File: config.mk
export PLATFORM = sky130hd
export DESIGN_NAME = date_sorted_list_with_expiry_core
export DESIGN_NICKNAME = d
export VERILOG_FILES = /design/src/sv/dsle_pkg.sv /design/src/sv/dsle_cmp.sv /design/src/sv/dsle_mem.sv /design/src/sv/date_sorted_list_with_expiry_core.sv
export SDC_FILE = /design/constraint.sdc
export NUM_CORES = 2
export LEC_CHECK = 0
export BUFFER_PORTS_ARGS = -buffer_cell sky130_fd_sc_hd__buf_2
export CORE_MARGIN = 8
export CORE_UTILIZATION = 57
export DETAILED_ROUTE_END_ITERATION = 8
export PLACE_DENSITY = 0.74
export REMOVE_ABC_BUFFERS = 1
export SLEW_MARGIN = 30
export SYNTH_ARGS = -nofsm -noshare
export SYNTH_HDL_FRONTEND = slang
export SYNTH_SLANG_ARGS = --single-unit
File: constraint.sdc
create_clock -name clk_i -period 26.2 [get_ports clk_i]
set_input_delay 5.24 -clock clk_i [delete_from_list [all_inputs] [get_ports clk_i]]
set_output_delay 5.24 -clock clk_i [all_outputs]
set_load 0.1 [all_outputs]
File: src/sv/dsle_pkg.sv
// ----------------------------------------------------------------------------
// dsle_pkg
// Shared types and codes for the date-ordered entry table with expiry.
// ----------------------------------------------------------------------------
package dsle_pkg;

  localparam int unsigned DAY_W   = 5;
  localparam int unsigned MONTH_W = 4;
  localparam int unsigned YEAR_W  = 14;
  localparam int unsigned DATE_W  = YEAR_W + MONTH_W + DAY_W;
  localparam int unsigned ID_W    = 32;
  localparam int unsigned PRICE_W = 32;

  // Result status codes
  localparam logic [1:0] ST_INSERTED = 2'd0;
  localparam logic [1:0] ST_FULL     = 2'd1;
  localparam logic [1:0] ST_EXPIRED  = 2'd2;
  localparam logic [1:0] ST_NONE     = 2'd3;

  // Input item kinds
  localparam logic KIND_INSERT = 1'b0;
  localparam logic KIND_EXPIRE = 1'b1;

  // Packed date key: year, month, day (compares lexicographically as a number)
  typedef logic [DATE_W-1:0] date_t;

  typedef struct packed {
    date_t              date;
    logic [ID_W-1:0]    id;
    logic [PRICE_W-1:0] price;
  } entry_t;

  // Shared comparator flags
  typedef struct packed {
    logic lt;
    logic eq;
  } cmp_res_t;

endpackage

File: src/sv/dsle_cmp.sv
// ----------------------------------------------------------------------------
// dsle_cmp
// Shared date comparator: flags a < b and a == b on packed date keys.
// ----------------------------------------------------------------------------
module dsle_cmp
  import dsle_pkg::*;
(
  input  date_t    a_i,
  input  date_t    b_i,
  output cmp_res_t res_o
);

  assign res_o.lt = (a_i < b_i);
  assign res_o.eq = (a_i == b_i);

endmodule

File: src/sv/dsle_mem.sv
// ----------------------------------------------------------------------------
// dsle_mem
// Entry store: one write port, one read port with registered read data.
// ----------------------------------------------------------------------------
module dsle_mem
  import dsle_pkg::*;
#(
  parameter int unsigned DEPTH = 16
) (
  input  logic                     clk_i,
  input  logic                     we_i,
  input  logic [$clog2(DEPTH)-1:0] waddr_i,
  input  entry_t                   wdata_i,
  input  logic                     re_i,
  input  logic [$clog2(DEPTH)-1:0] raddr_i,
  output entry_t                   rdata_o
);

  entry_t mem [DEPTH];
  entry_t rdata_q;

  always_ff @(posedge clk_i) begin
    if (we_i) begin
      mem[waddr_i] <= wdata_i;
    end
  end

  always_ff @(posedge clk_i) begin
    if (re_i) begin
      rdata_q <= mem[raddr_i];
    end
  end

  assign rdata_o = rdata_q;

endmodule

File: src/sv/date_sorted_list_with_expiry_core.sv
// ----------------------------------------------------------------------------
// date_sorted_list_with_expiry_core
// Date-ordered entry table (latest first) with sorted insert and cutoff expiry.
// ----------------------------------------------------------------------------
// Keeps up to DEPTH entries in one single-port-read memory, latest date first,
// walked by a small sequencer around one shared date comparator. One input
// beat is taken at a time; in_ready_o is high only while the sequencer idles,
// and a finished result may still sit in the output register meanwhile. The
// registered memory read means one read then one compare per entry touched,
// followed by the result register. An insert compares c stored entries, one
// more than the entries shifted down unless the new date is later than every
// stored date (c = 0 for an empty table); an insert into a full table gives
// status "full"; an expire reads all n stored entries, giving one beat per
// removed entry in table order with last_o on the final one, or a single
// "none" beat. Each of these stretches while out_ready_i is held low.
// Entries that stay keep their order. No clearing pass runs after reset.
// ----------------------------------------------------------------------------
module date_sorted_list_with_expiry_core
  import dsle_pkg::*;
#(
  parameter int unsigned DEPTH = 16
) (
  input  logic                 clk_i,
  input  logic                 rst_ni,
  // input channel
  input  logic                 in_valid_i,
  output logic                 in_ready_o,
  input  logic                 kind_i,
  input  logic [ID_W-1:0]      item_id_i,
  input  logic [DAY_W-1:0]     date_day_i,
  input  logic [MONTH_W-1:0]   date_month_i,
  input  logic [YEAR_W-1:0]    date_year_i,
  input  logic [PRICE_W-1:0]   price_bits_i,
  // result channel
  output logic                 out_valid_o,
  input  logic                 out_ready_i,
  output logic [1:0]           status_o,
  output logic [ID_W-1:0]      out_id_o,
  output logic [DAY_W-1:0]     out_day_o,
  output logic [MONTH_W-1:0]   out_month_o,
  output logic [YEAR_W-1:0]    out_year_o,
  output logic [PRICE_W-1:0]   out_price_o,
  output logic                 last_o
);

  localparam int unsigned AW = $clog2(DEPTH);
  localparam int unsigned CW = $clog2(DEPTH + 1);
  localparam logic [CW-1:0] DEPTH_C = CW'(DEPTH);

  typedef enum logic [2:0] {
    S_IDLE,
    S_INS_RD,
    S_INS_CMP,
    S_INS_PUT,
    S_FULL,
    S_EXP_RD,
    S_EXP_CMP,
    S_EXP_END
  } state_e;

  state_e          state_q;
  logic [CW-1:0]   idx_q;      // walk position
  logic [CW-1:0]   kept_q;     // next write slot for surviving entries
  logic [CW-1:0]   count_q;    // valid entries
  date_t           key_q;      // entry date or cutoff
  logic [ID_W-1:0]    id_q;
  logic [PRICE_W-1:0] price_q;
  logic            pend_valid_q; // removed entry held back until last is known
  entry_t          pend_q;

  logic            out_valid_q;
  logic [1:0]      out_status_q;
  entry_t          out_entry_q;
  logic            out_last_q;

  logic [CW-1:0]   idx_m1;
  logic [CW-1:0]   idx_p1;
  logic            slot_free;
  logic            expired;
  logic            out_load;   // result register takes a new beat this cycle

  // memory port
  logic            mem_we;
  logic [AW-1:0]   mem_waddr;
  entry_t          mem_wdata;
  logic            mem_re;
  logic [AW-1:0]   mem_raddr;
  entry_t          mem_rdata;
  cmp_res_t        cmp_res;

  assign idx_m1    = idx_q - 1'b1;
  assign idx_p1    = idx_q + 1'b1;
  assign slot_free = !out_valid_q || out_ready_i;
  assign expired   = cmp_res.lt || cmp_res.eq;
  assign in_ready_o = (state_q == S_IDLE);
  assign out_load  = slot_free &&
                     ((state_q == S_INS_PUT) || (state_q == S_FULL) ||
                      (state_q == S_EXP_END) ||
                      (state_q == S_EXP_CMP && expired && pend_valid_q));

  dsle_mem #(
    .DEPTH (DEPTH)
  ) u_mem (
    .clk_i   (clk_i),
    .we_i    (mem_we),
    .waddr_i (mem_waddr),
    .wdata_i (mem_wdata),
    .re_i    (mem_re),
    .raddr_i (mem_raddr),
    .rdata_o (mem_rdata)
  );

  // single comparator: stored date against the latched key
  dsle_cmp u_cmp (
    .a_i   (mem_rdata.date),
    .b_i   (key_q),
    .res_o (cmp_res)
  );

  // Memory control follows the sequencer state
  always_comb begin
    mem_we    = 1'b0;
    mem_waddr = '0;
    mem_wdata = mem_rdata;
    mem_re    = 1'b0;
    mem_raddr = '0;
    case (state_q)
      S_INS_RD: begin
        mem_re    = 1'b1;
        mem_raddr = idx_m1[AW-1:0];
      end
      S_INS_CMP: begin
        // stored entry is earlier: move it down one slot
        if (cmp_res.lt) begin
          mem_we    = 1'b1;
          mem_waddr = idx_q[AW-1:0];
        end
      end
      S_INS_PUT: begin
        if (slot_free) begin
          mem_we    = 1'b1;
          mem_waddr = idx_q[AW-1:0];
          mem_wdata = '{date: key_q, id: id_q, price: price_q};
        end
      end
      S_EXP_RD: begin
        mem_re    = 1'b1;
        mem_raddr = idx_q[AW-1:0];
      end
      S_EXP_CMP: begin
        // survivor compacts towards the head; kept never passes the read point
        if (!expired) begin
          mem_we    = 1'b1;
          mem_waddr = kept_q[AW-1:0];
        end
      end
      default: begin
      end
    endcase
  end

  // Sequencer with registered result
  always_ff @(posedge clk_i or negedge rst_ni) begin
    if (!rst_ni) begin
      state_q      <= S_IDLE;
      idx_q        <= '0;
      kept_q       <= '0;
      count_q      <= '0;
      key_q        <= '0;
      id_q         <= '0;
      price_q      <= '0;
      pend_valid_q <= 1'b0;
      pend_q       <= '0;
      out_valid_q  <= 1'b0;
      out_status_q <= ST_INSERTED;
      out_entry_q  <= '0;
      out_last_q   <= 1'b0;
    end else begin
      // beat taken and nothing new behind it
      if (out_valid_q && out_ready_i && !out_load) begin
        out_valid_q <= 1'b0;
      end
      case (state_q)
        S_IDLE: begin
          if (in_valid_i) begin
            key_q   <= {date_year_i, date_month_i, date_day_i};
            id_q    <= item_id_i;
            price_q <= price_bits_i;
            if (kind_i == KIND_INSERT) begin
              idx_q <= count_q;
              if (count_q == DEPTH_C) begin
                state_q <= S_FULL;
              end else if (count_q == '0) begin
                state_q <= S_INS_PUT;
              end else begin
                state_q <= S_INS_RD;
              end
            end else begin
              idx_q        <= '0;
              kept_q       <= '0;
              pend_valid_q <= 1'b0;
              state_q      <= (count_q == '0) ? S_EXP_END : S_EXP_RD;
            end
          end
        end
        S_INS_RD: begin
          state_q <= S_INS_CMP;
        end
        S_INS_CMP: begin
          if (cmp_res.lt) begin
            idx_q   <= idx_m1;
            state_q <= (idx_m1 == '0) ? S_INS_PUT : S_INS_RD;
          end else begin
            state_q <= S_INS_PUT;
          end
        end
        S_INS_PUT: begin
          if (slot_free) begin
            count_q      <= count_q + 1'b1;
            out_valid_q  <= 1'b1;
            out_status_q <= ST_INSERTED;
            out_entry_q  <= '0;
            out_last_q   <= 1'b1;
            state_q      <= S_IDLE;
          end
        end
        S_FULL: begin
          if (slot_free) begin
            out_valid_q  <= 1'b1;
            out_status_q <= ST_FULL;
            out_entry_q  <= '0;
            out_last_q   <= 1'b1;
            state_q      <= S_IDLE;
          end
        end
        S_EXP_RD: begin
          state_q <= S_EXP_CMP;
        end
        S_EXP_CMP: begin
          if (expired) begin
            if (!pend_valid_q || slot_free) begin
              // a held entry is now known not to be the final one
              if (pend_valid_q) begin
                out_valid_q  <= 1'b1;
                out_status_q <= ST_EXPIRED;
                out_entry_q  <= pend_q;
                out_last_q   <= 1'b0;
              end
              pend_q       <= mem_rdata;
              pend_valid_q <= 1'b1;
              idx_q        <= idx_p1;
              state_q      <= (idx_p1 == count_q) ? S_EXP_END : S_EXP_RD;
            end
          end else begin
            kept_q  <= kept_q + 1'b1;
            idx_q   <= idx_p1;
            state_q <= (idx_p1 == count_q) ? S_EXP_END : S_EXP_RD;
          end
        end
        S_EXP_END: begin
          if (slot_free) begin
            out_valid_q  <= 1'b1;
            out_last_q   <= 1'b1;
            if (pend_valid_q) begin
              out_status_q <= ST_EXPIRED;
              out_entry_q  <= pend_q;
            end else begin
              out_status_q <= ST_NONE;
              out_entry_q  <= '0;
            end
            pend_valid_q <= 1'b0;
            count_q      <= kept_q;
            state_q      <= S_IDLE;
          end
        end
        default: begin
          state_q <= S_IDLE;
        end
      endcase
    end
  end

  assign out_valid_o = out_valid_q;
  assign status_o    = out_status_q;
  assign out_id_o    = out_entry_q.id;
  assign out_day_o   = out_entry_q.date[DAY_W-1:0];
  assign out_month_o = out_entry_q.date[DAY_W+MONTH_W-1:DAY_W];
  assign out_year_o  = out_entry_q.date[DATE_W-1:DAY_W+MONTH_W];
  assign out_price_o = out_entry_q.price;
  assign last_o      = out_last_q;

  // Assertions
  a_count_bound : assert property (@(posedge clk_i) disable iff (!rst_ni)
    count_q <= DEPTH_C)
    else $error("entry count exceeds depth");

  a_kept_behind : assert property (@(posedge clk_i) disable iff (!rst_ni)
    kept_q <= idx_q || state_q == S_IDLE || state_q == S_INS_RD ||
    state_q == S_INS_CMP || state_q == S_INS_PUT || state_q == S_FULL)
    else $error("compaction write overtook the read point");

  a_idle_no_pend : assert property (@(posedge clk_i) disable iff (!rst_ni)
    (state_q == S_IDLE) |-> !pend_valid_q)
    else $error("held expired entry left behind at idle");

  a_put_in_range : assert property (@(posedge clk_i) disable iff (!rst_ni)
    (state_q == S_INS_PUT) |-> (idx_q < DEPTH_C))
    else $error("insert slot beyond table");

endmodule
## Word-level counts from Yosys, hierarchy flattened

Memory sizes are Yosys's and may differ from the RTL's. A register that Yosys moved wholly into a read port is not among the register bits.
Cells that the tools add are included.

- Memories kept: 1
- Bits in registers: 284
- Output and inout port bits: 92
- Memory bits (writable): 1,392
- Bits of input ports: 92
- Logic and storage cells: 154

- Magnitude comparators: 1
- Mux-type cells: 71
- Equality and inequality tests: 23
- Add/subtract/negate cells: 4
- Reduce and logical (&&, ||, !) cells: 37

Memories:

| name | words | bits a word | rd ports | clocked after memory_dff | wr ports | RTL line | source |
|---|---|---|---|---|---|---|---|
| u_mem.mem | 16 | 87 | 1 | 1 | 1 | dsle_mem.sv:19 | `entry_t mem [DEPTH];` |

Operators with widths:

| cell | number |
|---|---|
| $mux W87 | 8 |
| $pmux W87 S3 | 1 |
| $mux W5 | 10 |
| $eq A23 B23 Y1 | 1 |
| $lt A23 B23 Y1 | 1 |
| $mux W2 | 11 |
| $mux W1 | 21 |
| $pmux W5 S2 | 2 |
| $mux W3 | 6 |
| $pmux W3 S6 | 1 |
| $ne A2 B2 Y1 const B | 8 |
| $add A5 B1 Y5 const B | 3 |
| $pmux W5 S3 | 1 |
| $eq A3 B3 Y1 const B | 4 |
| $mux W4 | 3 |
| $pmux W4 S3 | 1 |
| $reduce_and A6 Y1 | 2 |
| $logic_not A5 Y1 | 2 |
| $reduce_and A3 Y1 | 3 |
| $reduce_bool A3 Y1 | 3 |
| $ne A2 B1 Y1 const B | 4 |
| $pmux W2 S4 | 1 |
| $pmux W4 S2 | 1 |
| $reduce_and A4 Y1 | 2 |
| 19 further kinds | 36 |

## Depth between registers and ports, before layout

- Depth in word-level cells: 13
- Gate-level depth with buffers: 13
- Depth with buffers taken out: 9

## By module

From an unflattened synthesis, not the netlist that was laid out.

- Cell total of the unflattened synthesis: 3,366
- Area total of the unflattened synthesis: 67,895.1 um^2

Modules (own cells, without submodules):

| module | seq. area each (um^2) | area an instance (um^2) | times used | cells an instance |
|---|---|---|---|---|
| dsle_mem | 44,412.6 | 54,646.2 | 1 | 2,232 |
| date_sorted_list_with_expiry_core | 7,106.8 | 12,665.9 | 1 | 1,053 |
| dsle_cmp | 0.0 | 583.1 | 1 | 81 |

## Worst setup path before layout

No wires, ideal clock.

- Path kind: input port to flip-flop
- Start: input port out_ready_i
- End: memory u_mem.mem[5][0] (netlist name), enable pin
- Data required time: 25.453 ns
- Data arrival time: 14.276 ns
- Path buffers: 0
- Stages on the path: 6
- Setup slack: 11.177 ns
- Setup time: 0.747 ns
- Path through: nor2b_1 > nor2_1 > nand2_1 > o31ai_1 > a32oi_1 > nor4_1

- Longest elaborated chain between the ends: 5
- Elaborated cells on any way between the ends: 7
- Those cells by class: mux (6); reduce/logical (1)

Ends and longest elaborated chain:

| element | RTL line | source |
|---|---|---|
| start: declaration | date_sorted_list_with_expiry_core.sv:36 | `input logic out_ready_i,` |
| $logic_or A1 B1 Y1 (*) | date_sorted_list_with_expiry_core.sv:93 | `assign slot_free = !out_valid_q \|\| out_ready_i;` |
| $mux W1 | date_sorted_list_with_expiry_core.sv:140 | `if (slot_free) begin` |
| $pmux W1 S3 | date_sorted_list_with_expiry_core.sv:127 | `case (state_q)` |
| $mux W1 | dsle_mem.sv:23 | `if (we_i) begin` |
| $mux W1 (implied by the code) | dsle_mem.sv:24 | `mem[waddr_i] <= wdata_i;` |
| end: declaration | dsle_mem.sv:19 |  |

Mark *: on every way between the ends. The rest lies on a longest branch, timed or not.

## Final worst setup path

- Start: input port out_ready_i
- End: memory u_mem.mem[12][3] (netlist name), enable pin

The elaborated chain is that of the path after synthesis.

==> results.ini <==
[setup_path]
r2r-end=u_mem.mem[12][3]$_DFFE_PP_
path_delay_family=buffers and inverters
crit_fanout=44
cpMostUsedCell=buf_4
r2r_slack_ns=20.66
critPathSlowestCell=buf_4
critPathMaxStageDelay_ns=0.79
worstPathArrival_ns=8.78
crit_path_start_kind=input port
cp-end-kind=flop
path_cells=buf_2 -> nor2b_1 -> nor2_1 -> nand2_4 -> o31a_1 -> o22ai_1 -> nor2b_4 -> buf_4 -> buf_4
cp_data_required_time_ns=26.61
startpoint=out_ready_i
reg2regPathDepth=10
path_buf_inv=3
crit_type=in -> reg
r2r-start=u_mem.rdata_o[82]$_DFFE_PN_

[cts]
cts_resized=0
clkTransAtPathRegs_ns=0.06
cts_hold_buf=0
htreeDepth=4
cts_tree=yes
post_cts_buffers=0
clk_path_buf_depth=3
cts_root_buffer=clkbuf_16
cts.sinks=1763
clk_latency_ns=0.79
numCtsBuffers=173

[placed_design]
io_buffers=183
numPlacedInstances=6551
dp_hpwl_um=83390
pre_cts_ws_ns=17.03
gp_congestion=0.8519
dpl_cell_area_mm2=0.07337

[timing]
rsz0062_at_grt=false
whs_ns=0.4598
setup-violations-final=0
fin_crit_ns=8.370
max_slew_margin=0.3317
finalCritPeriodShare=0.3195
fin_worst_skew_ns=0.03368
clock.fmax_mhz=119.5
worstMarginPinSlew_ns=0.9994
setup_ws_ns=17.83
finalMaxSlewViolations=0
final_hold_viol_count=0

[final_layout]
final_cell_mix=edfxtp_1, nand2_1, a211oi_1
instances_no_fill=6876
stdcell_area_mm2=0.07904
final_layout_size_suffix_gt1_frac=0.1438
fillers=8662
syn2layout_area_growth_pct=11.18
layout_commonest_cell=edfxtp_1
nets=5214

[route]
vias=42210
routed_wl_um=163100
drtIter0Drc=4414
drt_first_pass_iters=6
drt-wirelength-per-cell_um=23.71
drc=0
vias_per_cell=6.139
postRouteAntennaNets=0

[floorplan]
die_x_um=369.2
core_mm2=0.1238
die_y_um=369.2
rows=129
start_util=0.5743
ioPinCount=184
die_area_mm2=0.1363

[power_and_ir_drop]
p_per_area_mw_per_mm2=131.1
vdd_drop_max_v=0.0001116
p_leak_nw=27.19

[min_path]
min_from=u_mem.rdata_o[28]$_DFFE_PN_
min_path_type=reg -> reg
min_to=pend_q[28]$_DFFE_PN0P_
holdPathStages=1

[global_route]
grt_max_degree=231
grt_use_total=0.2343
grt_pass1_vias=41100
grt_remaining_overflow=0
grt_pass1_wl_um=247600
antenna_found_initial=5

[synth]
synth_cells=5006
ys_seq_area_frac=0.7247
synth_cell_types=64
ys.flop_type=edfxtp_1
async_reset_ff_frac=0.1611
synth_area_per_cell_um2=14.20
yosys_warnings=0
synth-edff-count=1479
syn_area_mm2=0.07109
ys_seq_elements=1763

[flow_run]
maxCapViolations=0

[status]
status=finished clean

==> cell families after synthesis <==
family | synth area share
adders and majority gates | 0.005104
and+or+nand+nor | 0.08423
DFF | 0.7247
AOI/OAI and AO/OA | 0.1075
muxes | 0.04852
xor gates and xnor gates | 0.001232
buffers and inverters | 0.02869
==> sequential cells by signal, summed over array words and instances (netlist names), 5 cells and up <==
| signal | count |
|---|---|
| u_mem.mem | 1392 |
| pend_q | 87 |
| u_mem.rdata_o | 87 |
| id_q | 32 |
| out_id_o | 32 |
| out_price_o | 32 |
| price_q | 32 |
| key_q | 23 |
| out_year_o | 14 |
| count_q | 5 |
| idx_q | 5 |
| kept_q | 5 |
| out_day_o | 5 |
==> cell usage after synthesis (10+ instances only) <==
cell type	n	share of area
nor2_1	18	0.00095
ha_1	29	0.0051
a211oi_1	438	0.046
nand2_1	860	0.045
dfrtp_1	284	0.10
clkbuf_1	240	0.013
nand3_1	14	0.00099
nor3_1	10	0.00070
a21oi_1	205	0.014
inv_1	124	0.0065
and2_1	349	0.031
mux2_2	188	0.030
a311oi_1	174	0.021
buf_2	92	0.0065
mux2_1	13	0.0021
mux2i_1	93	0.013
mux2_4	17	0.0036
o21ai_0	68	0.0048
a31oi_1	177	0.016
edfxtp_1	1479	0.62
==> where the power goes <==
group          internal (W)  switching [W]  total (W)
Combinational       0.00114        0.00248    0.00362
Clock               0.00141        0.00102    0.00242
Sequential          0.00404       0.000274    0.00432
Total               0.00659        0.00377     0.0104
==> worst reg2reg max path, stage by stage, from the launching register on <==
cell,delay [ns]
edfxtp_1,0.58
ha_1,0.43
nand4_2,0.17
nor4_4,0.42
o21ai_1,0.20
nand4_1,0.44
nand2_1,0.37
o22ai_1,0.44
nor2b_4,0.64
buf_4,0.66
buf_4,0.81
==> worst max-delay path by stage <==
stage,to,cells after the start
2_1_floorplan,u_mem.rdata_o[0]$_DFFE_PN_,8
3_3_place_gp,u_mem.mem[12][53]$_DFFE_PP_,9
3_5_place_dp,u_mem.mem[12][53]$_DFFE_PP_,9
4_1_cts,u_mem.mem[12][1]$_DFFE_PP_,9
5_1_grt,u_mem.mem[12][1]$_DFFE_PP_,9
6_report,u_mem.mem[12][3]$_DFFE_PP_,9
==> layout make-up <==
cell class | instances | area, um2 | area share
Sequential cell | 1763 | 51520 | 0.6518
Inverter | 124 | 467.9 | 0.005920
Multi-Input combinational cell | 2760 | 17690 | 0.2238
Tap cell | 1637 | 2048 | 0.02591
Timing Repair Buffer | 271 | 1772 | 0.02242
Clock inverter | 87 | 758.2 | 0.009593
Clock buffer | 233 | 4785 | 0.06053
Antenna cell | 1 | 2.502 | 0.00003166
==> layer usage <==
| layer | share of wire | vias up | global-route usage |
|---|---|---|---|
| met3 | 0.082 | 316 | 0.04138 |
| met1 | 0.42 | 21160 | 0.3324 |
| met4 | 0.025 | 4 | 0.06831 |
| met5 | 0.00017 | - | 0 |
| met2 | 0.47 | 1731 | 0.3755 |
| li1 | - | 19000 | - |
==> through the flow <==
step	power (W)	TNS, ns	util
final	0.01036	0	0.6385
after global routing	0.01088	0	0.6384
after CTS	0.01037	0	0.6375
after detailed placement	0.007931	0	0.5927
after global placement	0.007822	0	0.5925
after floorplan	0.007751	-196.01	-
Power figures use the tool's default switching activity.
